$ cat src/hw/rtl/dual_pi_current_regulator_assert.svh
// ----------------------------------------------------------------------------
// Assertion macros for the dual PI current regulator
// Short forms for the clocked checks used at the end of the regulator module.
// ----------------------------------------------------------------------------
`ifndef DUAL_PI_CURRENT_REGULATOR_ASSERT_SVH
`define DUAL_PI_CURRENT_REGULATOR_ASSERT_SVH

// The consequent must hold in the same cycle as the antecedent.
`define DPCR_ASSERT_NOW(name, ante, cons) \
  name: assert property (@(posedge clk) disable iff (rst) (ante) |-> (cons)) \
    else $error("%m: regulator check failed");

// The consequent must hold in the cycle after the antecedent.
`define DPCR_ASSERT_NEXT(name, ante, cons) \
  name: assert property (@(posedge clk) disable iff (rst) (ante) |=> (cons)) \
    else $error("%m: regulator sequencing check failed");

`endif

$ cat src/hw/rtl/dpcr_pkg.sv
// ----------------------------------------------------------------------------
// Dual PI current regulator package
// Beat types, register indexes, microcode format and the microcode program.
// ----------------------------------------------------------------------------
package dpcr_pkg;

  localparam int DEFAULT_SUM_WIDTH = 32;
  localparam int CFG_IDX_W = 3;
  localparam int CFG_DATA_W = 16;
  localparam int PC_W = 4;
  localparam int DUTY_MID = 32768;

  // Program addresses that are jump targets.
  localparam logic [PC_W-1:0] STEP_START = 4'd0;
  localparam logic [PC_W-1:0] STEP_EMIT = 4'd9;

  typedef struct packed {
    logic signed [15:0] current_a;
    logic signed [15:0] current_b;
  } in_beat_t;

  typedef struct packed {
    logic [15:0] duty_a;
    logic [15:0] duty_b;
    logic        clamped;
  } out_beat_t;

  typedef enum logic [CFG_IDX_W-1:0] {
    REG_TARGET_A  = 3'd0,
    REG_TARGET_B  = 3'd1,
    REG_PROP_GAIN = 3'd2,
    REG_INTEG     = 3'd3,
    REG_BUS       = 3'd4,
    REG_BUS_RECIP = 3'd5
  } cfg_reg_t;

  typedef enum logic [3:0] {
    OP_ERR,     // error = target - current
    OP_SUM,     // saturating integrator update
    OP_MUL_LO,  // product = integ_gain * low half of sum
    OP_MUL_HI,  // acc = low product, product = integ_gain * high half of sum
    OP_ACC_HI,  // acc += high product shifted, product = prop_gain * error
    OP_ADD_P,   // acc = floor(acc / 2^16) + floor(product / 2^8)
    OP_CLAMP,   // clamp acc to the bus limit
    OP_MUL_D,   // product = command * reciprocal of bus voltage
    OP_DUTY,    // duty from product, saturated
    OP_EMIT     // load the output register
  } op_t;

  typedef enum logic [1:0] {
    JC_NONE,     // fall through to the next step
    JC_PHASE_A,  // jump while the first phase is being worked on
    JC_OUT_HOLD  // stay here while the output register is still full
  } jmp_t;

  typedef struct packed {
    op_t             op;
    jmp_t            jmp;
    logic [PC_W-1:0] target;
  } ucode_t;

  function automatic ucode_t ucode_fetch(input logic [PC_W-1:0] addr);
    ucode_t w;
    case (addr)
      4'd0: w = '{op: OP_ERR, jmp: JC_NONE, target: STEP_START};
      4'd1: w = '{op: OP_SUM, jmp: JC_NONE, target: STEP_START};
      4'd2: w = '{op: OP_MUL_LO, jmp: JC_NONE, target: STEP_START};
      4'd3: w = '{op: OP_MUL_HI, jmp: JC_NONE, target: STEP_START};
      4'd4: w = '{op: OP_ACC_HI, jmp: JC_NONE, target: STEP_START};
      4'd5: w = '{op: OP_ADD_P, jmp: JC_NONE, target: STEP_START};
      4'd6: w = '{op: OP_CLAMP, jmp: JC_NONE, target: STEP_START};
      4'd7: w = '{op: OP_MUL_D, jmp: JC_NONE, target: STEP_START};
      4'd8: w = '{op: OP_DUTY, jmp: JC_PHASE_A, target: STEP_START};
      default: w = '{op: OP_EMIT, jmp: JC_OUT_HOLD, target: STEP_EMIT};
    endcase
    return w;
  endfunction

endpackage

$ cat src/hw/rtl/dual_pi_current_regulator.sv
// ----------------------------------------------------------------------------
// Dual PI current regulator
// Two-phase stationary-frame PI current loop with clamping and duty mapping.
// ----------------------------------------------------------------------------
// A current sample beat is taken when the block is idle. A ten-step microcode
// program runs the nine datapath steps once per phase on one shared
// multiplier and accumulator, then loads the output register. The next input
// beat can be taken in the cycle the duty beat appears. The time per item
// is set by the length of the program, whose phase loop uses the shared
// multiplier four times per phase. If the previous result is still waiting
// in the output register, the final step holds until it is taken.
// Configuration writes take effect at once and are meant for idle periods.
module dual_pi_current_regulator #(
  parameter int SUM_WIDTH = dpcr_pkg::DEFAULT_SUM_WIDTH
) (
  input  logic                                 clk,
  input  logic                                 rst,
  input  logic                                 in_valid,
  output logic                                 in_ready,
  input  dpcr_pkg::in_beat_t                   in_data,
  output logic                                 out_valid,
  input  logic                                 out_ready,
  output dpcr_pkg::out_beat_t                  out_data,
  input  logic                                 cfg_wr_en,
  input  logic [dpcr_pkg::CFG_IDX_W-1:0]       cfg_index,
  input  logic [dpcr_pkg::CFG_DATA_W-1:0]      cfg_data
);
  import dpcr_pkg::*;

  localparam int LO_W = SUM_WIDTH / 2;
  localparam int HI_W = SUM_WIDTH - LO_W;
  localparam int MA_W = (LO_W + 1 > 17) ? ((LO_W + 1 > HI_W) ? LO_W + 1 : HI_W)
                                        : ((HI_W > 17) ? HI_W : 17);
  localparam int PROD_W = MA_W + 17;
  localparam int ACC_W = SUM_WIDTH + 17;

  // Configuration registers.
  logic signed [15:0] target_a;
  logic signed [15:0] target_b;
  logic [15:0]        prop_gain;
  logic [15:0]        integ_gain;
  logic [14:0]        bus_voltage;
  logic [15:0]        bus_recip;

  // Sequencer.
  logic            busy, busy_next;
  logic [PC_W-1:0] pc, pc_next;
  logic            phase;
  ucode_t          uc;
  logic            in_fire, out_slot_free, emit_go;

  // Datapath.
  logic signed [15:0]          cur_a, cur_b;
  logic signed [SUM_WIDTH-1:0] sum_a, sum_b;
  logic signed [16:0]          err;
  logic signed [PROD_W-1:0]    prod;
  logic signed [ACC_W-1:0]     acc;
  logic signed [15:0]          vcmd;
  logic                        clip;
  logic [15:0]                 duty_a, duty_b;

  logic signed [15:0]          tgt_sel, cur_sel;
  logic signed [SUM_WIDTH-1:0] sum_sel, sum_sat;
  logic signed [SUM_WIDTH:0]   sum_wide;
  logic signed [16:0]          err_calc;
  logic signed [LO_W:0]        sum_lo_ext;
  logic signed [HI_W-1:0]      sum_hi;
  logic signed [16:0]          integ_ext, prop_ext, recip_ext;
  logic signed [MA_W-1:0]      mul_a;
  logic signed [16:0]          mul_b;
  logic signed [PROD_W-1:0]    mul_p;
  logic signed [ACC_W-1:0]     bus_pos, bus_neg;
  logic signed [15:0]          bus_lim;
  logic signed [15:0]          clamp_v;
  logic                        clamp_hit;
  logic signed [PROD_W-1:0]    duty_full;
  logic [15:0]                 duty_sat;

  assign uc            = ucode_fetch(pc);
  assign in_ready      = !busy;
  assign in_fire       = in_valid && in_ready;
  assign out_slot_free = !out_valid || out_ready;
  assign emit_go       = busy && (uc.op == OP_EMIT) && out_slot_free;

  // Configuration write port.
  always_ff @(posedge clk) begin
    if (rst) begin
      target_a    <= 16'sd256;
      target_b    <= -16'sd256;
      prop_gain   <= 16'd256;
      integ_gain  <= 16'd0;
      bus_voltage <= 15'd6144;
      bus_recip   <= 16'd2731;
    end else if (cfg_wr_en) begin
      case (cfg_index)
        REG_TARGET_A:  target_a    <= cfg_data;
        REG_TARGET_B:  target_b    <= cfg_data;
        REG_PROP_GAIN: prop_gain   <= cfg_data;
        REG_INTEG:     integ_gain  <= cfg_data;
        REG_BUS:       bus_voltage <= cfg_data[14:0];
        REG_BUS_RECIP: bus_recip   <= cfg_data;
        default: ;
      endcase
    end
  end

  // Step counter and conditional jumps.
  always_comb begin
    pc_next   = pc;
    busy_next = busy;
    if (!busy) begin
      if (in_fire) begin
        pc_next   = STEP_START;
        busy_next = 1'b1;
      end
    end else begin
      case (uc.jmp)
        JC_NONE:    pc_next = pc + PC_W'(1);
        JC_PHASE_A: pc_next = phase ? pc + PC_W'(1) : uc.target;
        JC_OUT_HOLD: begin
          if (out_slot_free) begin
            busy_next = 1'b0;
          end else begin
            pc_next = uc.target;
          end
        end
        default:    pc_next = pc + PC_W'(1);
      endcase
    end
  end

  always_ff @(posedge clk) begin
    if (rst) begin
      busy <= 1'b0;
      pc   <= STEP_START;
    end else begin
      busy <= busy_next;
      pc   <= pc_next;
    end
  end

  // Phase selection.
  assign tgt_sel = phase ? target_b : target_a;
  assign cur_sel = phase ? cur_b : cur_a;
  assign sum_sel = phase ? sum_b : sum_a;

  assign err_calc = 17'(tgt_sel) - 17'(cur_sel);

  // The integrator saturates when the sign of the widened sum disagrees.
  assign sum_wide = (SUM_WIDTH + 1)'(sum_sel) + (SUM_WIDTH + 1)'(err);
  always_comb begin
    if (sum_wide[SUM_WIDTH] != sum_wide[SUM_WIDTH-1]) begin
      sum_sat = sum_wide[SUM_WIDTH] ? {1'b1, {(SUM_WIDTH - 1){1'b0}}}
                                    : {1'b0, {(SUM_WIDTH - 1){1'b1}}};
    end else begin
      sum_sat = sum_wide[SUM_WIDTH-1:0];
    end
  end

  // The integral product is split in two halves to keep the multiplier narrow.
  assign sum_lo_ext = {1'b0, sum_sel[LO_W-1:0]};
  assign sum_hi     = sum_sel[SUM_WIDTH-1:LO_W];
  assign integ_ext  = {1'b0, integ_gain};
  assign prop_ext   = {1'b0, prop_gain};
  assign recip_ext  = {1'b0, bus_recip};

  always_comb begin
    mul_a = '0;
    mul_b = '0;
    case (uc.op)
      OP_MUL_LO: begin
        mul_a = MA_W'(sum_lo_ext);
        mul_b = integ_ext;
      end
      OP_MUL_HI: begin
        mul_a = MA_W'(sum_hi);
        mul_b = integ_ext;
      end
      OP_ACC_HI: begin
        mul_a = MA_W'(err);
        mul_b = prop_ext;
      end
      OP_MUL_D: begin
        mul_a = MA_W'(vcmd);
        mul_b = recip_ext;
      end
      default: ;
    endcase
  end

  assign mul_p = mul_a * mul_b;

  // Symmetric clamp against the bus voltage.
  assign bus_lim = {1'b0, bus_voltage};
  assign bus_pos = ACC_W'(bus_lim);
  assign bus_neg = -bus_pos;

  always_comb begin
    clamp_hit = 1'b0;
    clamp_v   = acc[15:0];
    if (acc > bus_pos) begin
      clamp_hit = 1'b1;
      clamp_v   = bus_lim;
    end else if (acc < bus_neg) begin
      clamp_hit = 1'b1;
      clamp_v   = -bus_lim;
    end
  end

  assign duty_full = (prod >>> 9) + PROD_W'(DUTY_MID);
  always_comb begin
    if (duty_full[PROD_W-1]) begin
      duty_sat = '0;
    end else if (|duty_full[PROD_W-2:16]) begin
      duty_sat = '1;
    end else begin
      duty_sat = duty_full[15:0];
    end
  end

  // Integrator state.
  always_ff @(posedge clk) begin
    if (rst) begin
      sum_a <= '0;
      sum_b <= '0;
    end else if (busy && uc.op == OP_SUM) begin
      if (phase) begin
        sum_b <= sum_sat;
      end else begin
        sum_a <= sum_sat;
      end
    end
  end

  always_ff @(posedge clk) begin
    if (rst) begin
      phase <= 1'b0;
      clip  <= 1'b0;
    end else if (in_fire) begin
      phase <= 1'b0;
      clip  <= 1'b0;
    end else if (busy) begin
      if (uc.op == OP_DUTY) begin
        phase <= ~phase;
      end
      if (uc.op == OP_CLAMP && clamp_hit) begin
        clip <= 1'b1;
      end
    end
  end

  // Datapath registers carry no reset.
  always_ff @(posedge clk) begin
    if (in_fire) begin
      cur_a <= in_data.current_a;
      cur_b <= in_data.current_b;
    end
    if (busy) begin
      case (uc.op)
        OP_ERR:    err <= err_calc;
        OP_MUL_LO: prod <= mul_p;
        OP_MUL_HI: begin
          acc  <= ACC_W'(prod);
          prod <= mul_p;
        end
        OP_ACC_HI: begin
          acc  <= acc + (ACC_W'(prod) <<< LO_W);
          prod <= mul_p;
        end
        OP_ADD_P:  acc <= (acc >>> 16) + ACC_W'(prod >>> 8);
        OP_CLAMP:  vcmd <= clamp_v;
        OP_MUL_D:  prod <= mul_p;
        OP_DUTY: begin
          if (phase) begin
            duty_b <= duty_sat;
          end else begin
            duty_a <= duty_sat;
          end
        end
        default: ;
      endcase
    end
  end

  // Output register.
  always_ff @(posedge clk) begin
    if (rst) begin
      out_valid <= 1'b0;
    end else if (emit_go) begin
      out_valid <= 1'b1;
    end else if (out_ready) begin
      out_valid <= 1'b0;
    end
  end

  always_ff @(posedge clk) begin
    if (emit_go) begin
      out_data <= '{duty_a: duty_a, duty_b: duty_b, clamped: clip};
    end
  end

`include "dual_pi_current_regulator_assert.svh"

  `DPCR_ASSERT_NEXT(a_start, in_fire, busy && pc == STEP_START && !phase && !clip)
  `DPCR_ASSERT_NEXT(a_phase_loop, busy && uc.op == OP_DUTY && !phase, busy && phase && pc == STEP_START)
  `DPCR_ASSERT_NEXT(a_clamp_range, busy && uc.op == OP_CLAMP, (vcmd <= bus_lim) && (vcmd >= -bus_lim))
  `DPCR_ASSERT_NEXT(a_emit, emit_go, out_valid && !busy && out_data.clamped == $past(clip))
  `DPCR_ASSERT_NOW(a_emit_hold, busy && uc.op == OP_EMIT && out_valid && !out_ready, !emit_go && pc_next == pc)

endmodule

$ cat config.mk
export PLATFORM = sky130hd
export DESIGN_NAME = dual_pi_current_regulator
export DESIGN_NICKNAME = d
export VERILOG_FILES = /design/src/hw/rtl/dpcr_pkg.sv /design/src/hw/rtl/dual_pi_current_regulator.sv
export VERILOG_INCLUDE_DIRS = /design/src /design/src/hw/rtl
export SDC_FILE = /design/constraint.sdc
export NUM_CORES = 2
export LEC_CHECK = 0
export BUFFER_PORTS_ARGS = -buffer_cell sky130_fd_sc_hd__buf_4
export CAP_MARGIN = 25
export CORE_MARGIN = 5
export CORE_UTILIZATION = 35
export CTS_CLUSTER_DIAMETER = 60
export DETAILED_ROUTE_END_ITERATION = 10
export SYNTH_ARGS = -nofsm -noshare
export SYNTH_HDL_FRONTEND = slang
export SYNTH_SLANG_ARGS = --single-unit
$ cat constraint.sdc
create_clock -name clk -period 8.4 [get_ports clk]
set_input_delay 0.42 -clock clk [delete_from_list [all_inputs] [get_ports clk]]
set_output_delay 0.42 -clock clk [all_outputs]
set_load 0.1 [all_outputs]
==> flow_metrics.env <==
export IMPL_outcome="complete, no violations"
export IMPL_cts_root_buf="clkbuf_16"
export IMPL_fmax_ghz=0.123
export IMPL_fin_skew_ps=41.1
export IMPL_synth_edf_count=213
export IMPL_grt_max_degree=102
export IMPL_die_area_um2=101000
export IMPL_slowest_delay_ps=570
export IMPL_syn_nets=4222
export IMPL_grt_overflow_total=0
export IMPL_drv_cap=0
export IMPL_worstMarginPinSlew_ps=927
export IMPL_viasPerCell=5.27
export IMPL_min_period_over_period_pct=96.5
export IMPL_dr_pass1_iters=6
export IMPL_syn_to_final_growth_pct=13.8
export IMPL_synth_flop_cell="edfxtp_1"
export IMPL_synth_area_top_cells="edfxtp_1, fa_1, dfxtp_1, ha_1, nand2_1"
export IMPL_vias=26600
export IMPL_finalSetupViolations=0
export IMPL_grt_util_met2_pct=31.3
export IMPL_h_tree_depth=2
export IMPL_hp_class="primary input to flop"
export IMPL_ys_async_sr_fraction_pct=0
export IMPL_cp_common_cell="fa_1"
export IMPL_grt_met3_usage_pct=2.79
export IMPL_endpoint_kind="flop"
export IMPL_start_util_pct=35.1
export IMPL_yosysTopAreaCellShare_pct=19.3
export IMPL_clk_pin_slew_worst_paths_ps=60
export IMPL_drt_iter0_drc=2239
export IMPL_crit_fanout=8
export IMPL_min_period_ps=8110
export IMPL_critical_path_class="flop to flop"
export IMPL_drive_gt1_share_pct=9.34
export IMPL_hold_viol=0
export IMPL_r2r_worst_path_cells=26
export IMPL_cts_tree="built"
export IMPL_grt_pass1_vias=26500
export IMPL_cts_buffer_depth=3
export IMPL_antenna_found_initial=0
export IMPL_n_fill_cell=9388
export IMPL_io_pins=91
export IMPL_synth_seq_cells=386
export IMPL_synth_area_leader_cell="edfxtp_1"
export IMPL_clock_latency_ps=650
export IMPL_pre_cts_ws_ps=324
export IMPL_syn_area_um2=33200
export IMPL_row_count=113
export IMPL_port_buffer_count=90
export IMPL_post_drt_wl_per_cell_um=19.4
export IMPL_cp_data_arrival_time_ps=8460
export IMPL_synth_common_cells="nand2_1, inv_1, nor2_1, fa_1, ha_1"
export IMPL_yosysWarningCount=0
export IMPL_worst_slack_ps=290
export IMPL_synth_area_per_cell_um2=9.18
export IMPL_setup_tns_ps=0
export IMPL_netlist_instances=3614
export IMPL_cp_required_ps=8750
export IMPL_hpwl_mm=76.8
export IMPL_synth_cell_types=90
export IMPL_p_leak_uw=0.0163
export IMPL_max_slew_margin_pct=38.0
export IMPL_chipWidth_um=318
export IMPL_grt_busiest_layer="met2"
export IMPL_use_met1_pct=26.1
export IMPL_drc=0
export IMPL_cts_buffers=51
export IMPL_place_gp_congestion=0.950
export IMPL_wl_mm=97.7
export IMPL_fp_coreArea_um2=94600
export IMPL_grt_pass1_wl_mm=153
export IMPL_layout_nets=4344
export IMPL_min_path_cells=3
export IMPL_power_density_nw_per_um2=125
export IMPL_ant_nets=0
export IMPL_dieHeight_um=318
export IMPL_crit_path_start_kind="flop"
export IMPL_maxSlewViolCount=0
export IMPL_track_usage_pct=19.1
export IMPL_yosysSeqAreaShare_pct=29.7
export IMPL_rsz0062_at_grt="no"
export IMPL_cp_slowest_cell="fa_1"
export IMPL_ir_worst_vdd_uv=159
export IMPL_cts_sink_count=386
export IMPL_synth_most_common_cell="nand2_1"
[report_power, final]
part	leakage, µW	internal, µW	total [µW]	switching, µW
sequential	0.00337	2020	2050	29.2
clock	0.000885	1330	2260	928
combinational	0.0120	153	394	241
total	0.0163	3510	4710	1200
[per-stage QoR]
| step | total power (µW) | hold slack, ps | instance area, µm² | instances | utilization [%] |
|---|---|---|---|---|---|
| after detailed placement | 2470 | 405 | 35600 | 4909 | 37.6 |
| after global routing | 4880 | 57.1 | 37800 | 5044 | 39.9 |
| after floorplan | 2340 | 400 | 33200 | 3614 | - |
| after CTS | 4760 | 26.9 | 37700 | 5037 | 39.8 |
| after global placement | 2460 | 402 | 35500 | 4907 | 37.6 |
| final | 4710 | 67.8 | 37800 | 5046 | 39.9 |
[registers in the layout, summed over array words and instances, names as in the netlist, 4 cells and up]
register and count:
bus_voltage 15, integ_gain 16, target_b 16, acc 49, target_a 16, pc 4, duty_a 16, cur_b 16
sum_b 32, prop_gain 16, duty_b 16, vcmd 16, uc 6, out_data 33, err 17, cur_a 16
prod 34, bus_recip 16, sum_a 32
[area by class of cell]
type | instances | area (µm²) | share of cell area (%)
Tap cell | 1265 | 1580 | 4.19
Multi-Input combinational cell | 2654 | 21100 | 56.0
Clock buffer | 63 | 1440 | 3.80
Inverter | 438 | 1640 | 4.35
Clock inverter | 33 | 348 | 0.921
Antenna cell | 2 | 5.00 | 0.0133
Sequential cell | 386 | 9860 | 26.1
Timing Repair Buffer | 205 | 1730 | 4.58
[cell families after synthesis]
| group | synth area share (%) |
|---|---|
| adders and majority gates | 27.2 |
| xor gates and xnor gates | 3.54 |
| DFF | 29.7 |
| AOI/OAI and AO/OA | 15.3 |
| and+or+nand+nor | 15.2 |
| buffers and inverters | 6.77 |
| muxes | 2.30 |
[critical path, delay by kind of cell, from the launching register on]
kind,cells,cell delay [ps]
buffers and inverters,4,760
AOI/OAI and AO/OA,6,1510
DFF,1,410
xor gates and xnor gates,1,160
and+or+nand+nor,8,1570
adders and majority gates,7,3410
[worst paths after layout]
path | start | end | slack [ps]
worst max-delay path | uc[9] | prod[33] | 290
worst max register to register | uc[9] | prod[33] | 290
worst min register to register | duty_a[3] | out_data[20] | 420
worst min-delay path | cfg_data[15] | target_b[15] | 70
[placed cells by master, fill, tap and decap left out, types with 40 or more instances in the layout]
cell | netlist | routed
nand2_1 | 504 | 502
inv_1 | 437 | 437
nor2_1 | 305 | 302
fa_1 | 283 | 283
ha_1 | 269 | 269
a21oi_1 | 242 | 241
edfxtp_1 | 213 | 213
dfxtp_1 | 173 | 171
buf_4 | 0 | 162
o21ai_0 | 99 | 98
xnor2_1 | 97 | 97
a21o_1 | 86 | 86
o21a_1 | 57 | 57
clkbuf_16 | 0 | 54
nor3_1 | 46 | 45
nand3_1 | 40 | 40
[per-layer routing]
layer | vias to the layer above | part of all wire [%]
met5 | - | 0
met4 | 0 | 3.5
met3 | 182 | 7.1
met2 | 843 | 46
met1 | 13000 | 43
li1 | 12600 | -
[timing repair]
action,in CTS,in global routing
gates resized for setup,0,5
endpoints found under the hold margin,32,0
endpoints found under the setup margin,0,3
buffers inserted,0,2
hold buffers,32,0
Note: power is estimated with default switching activity, not from simulation.
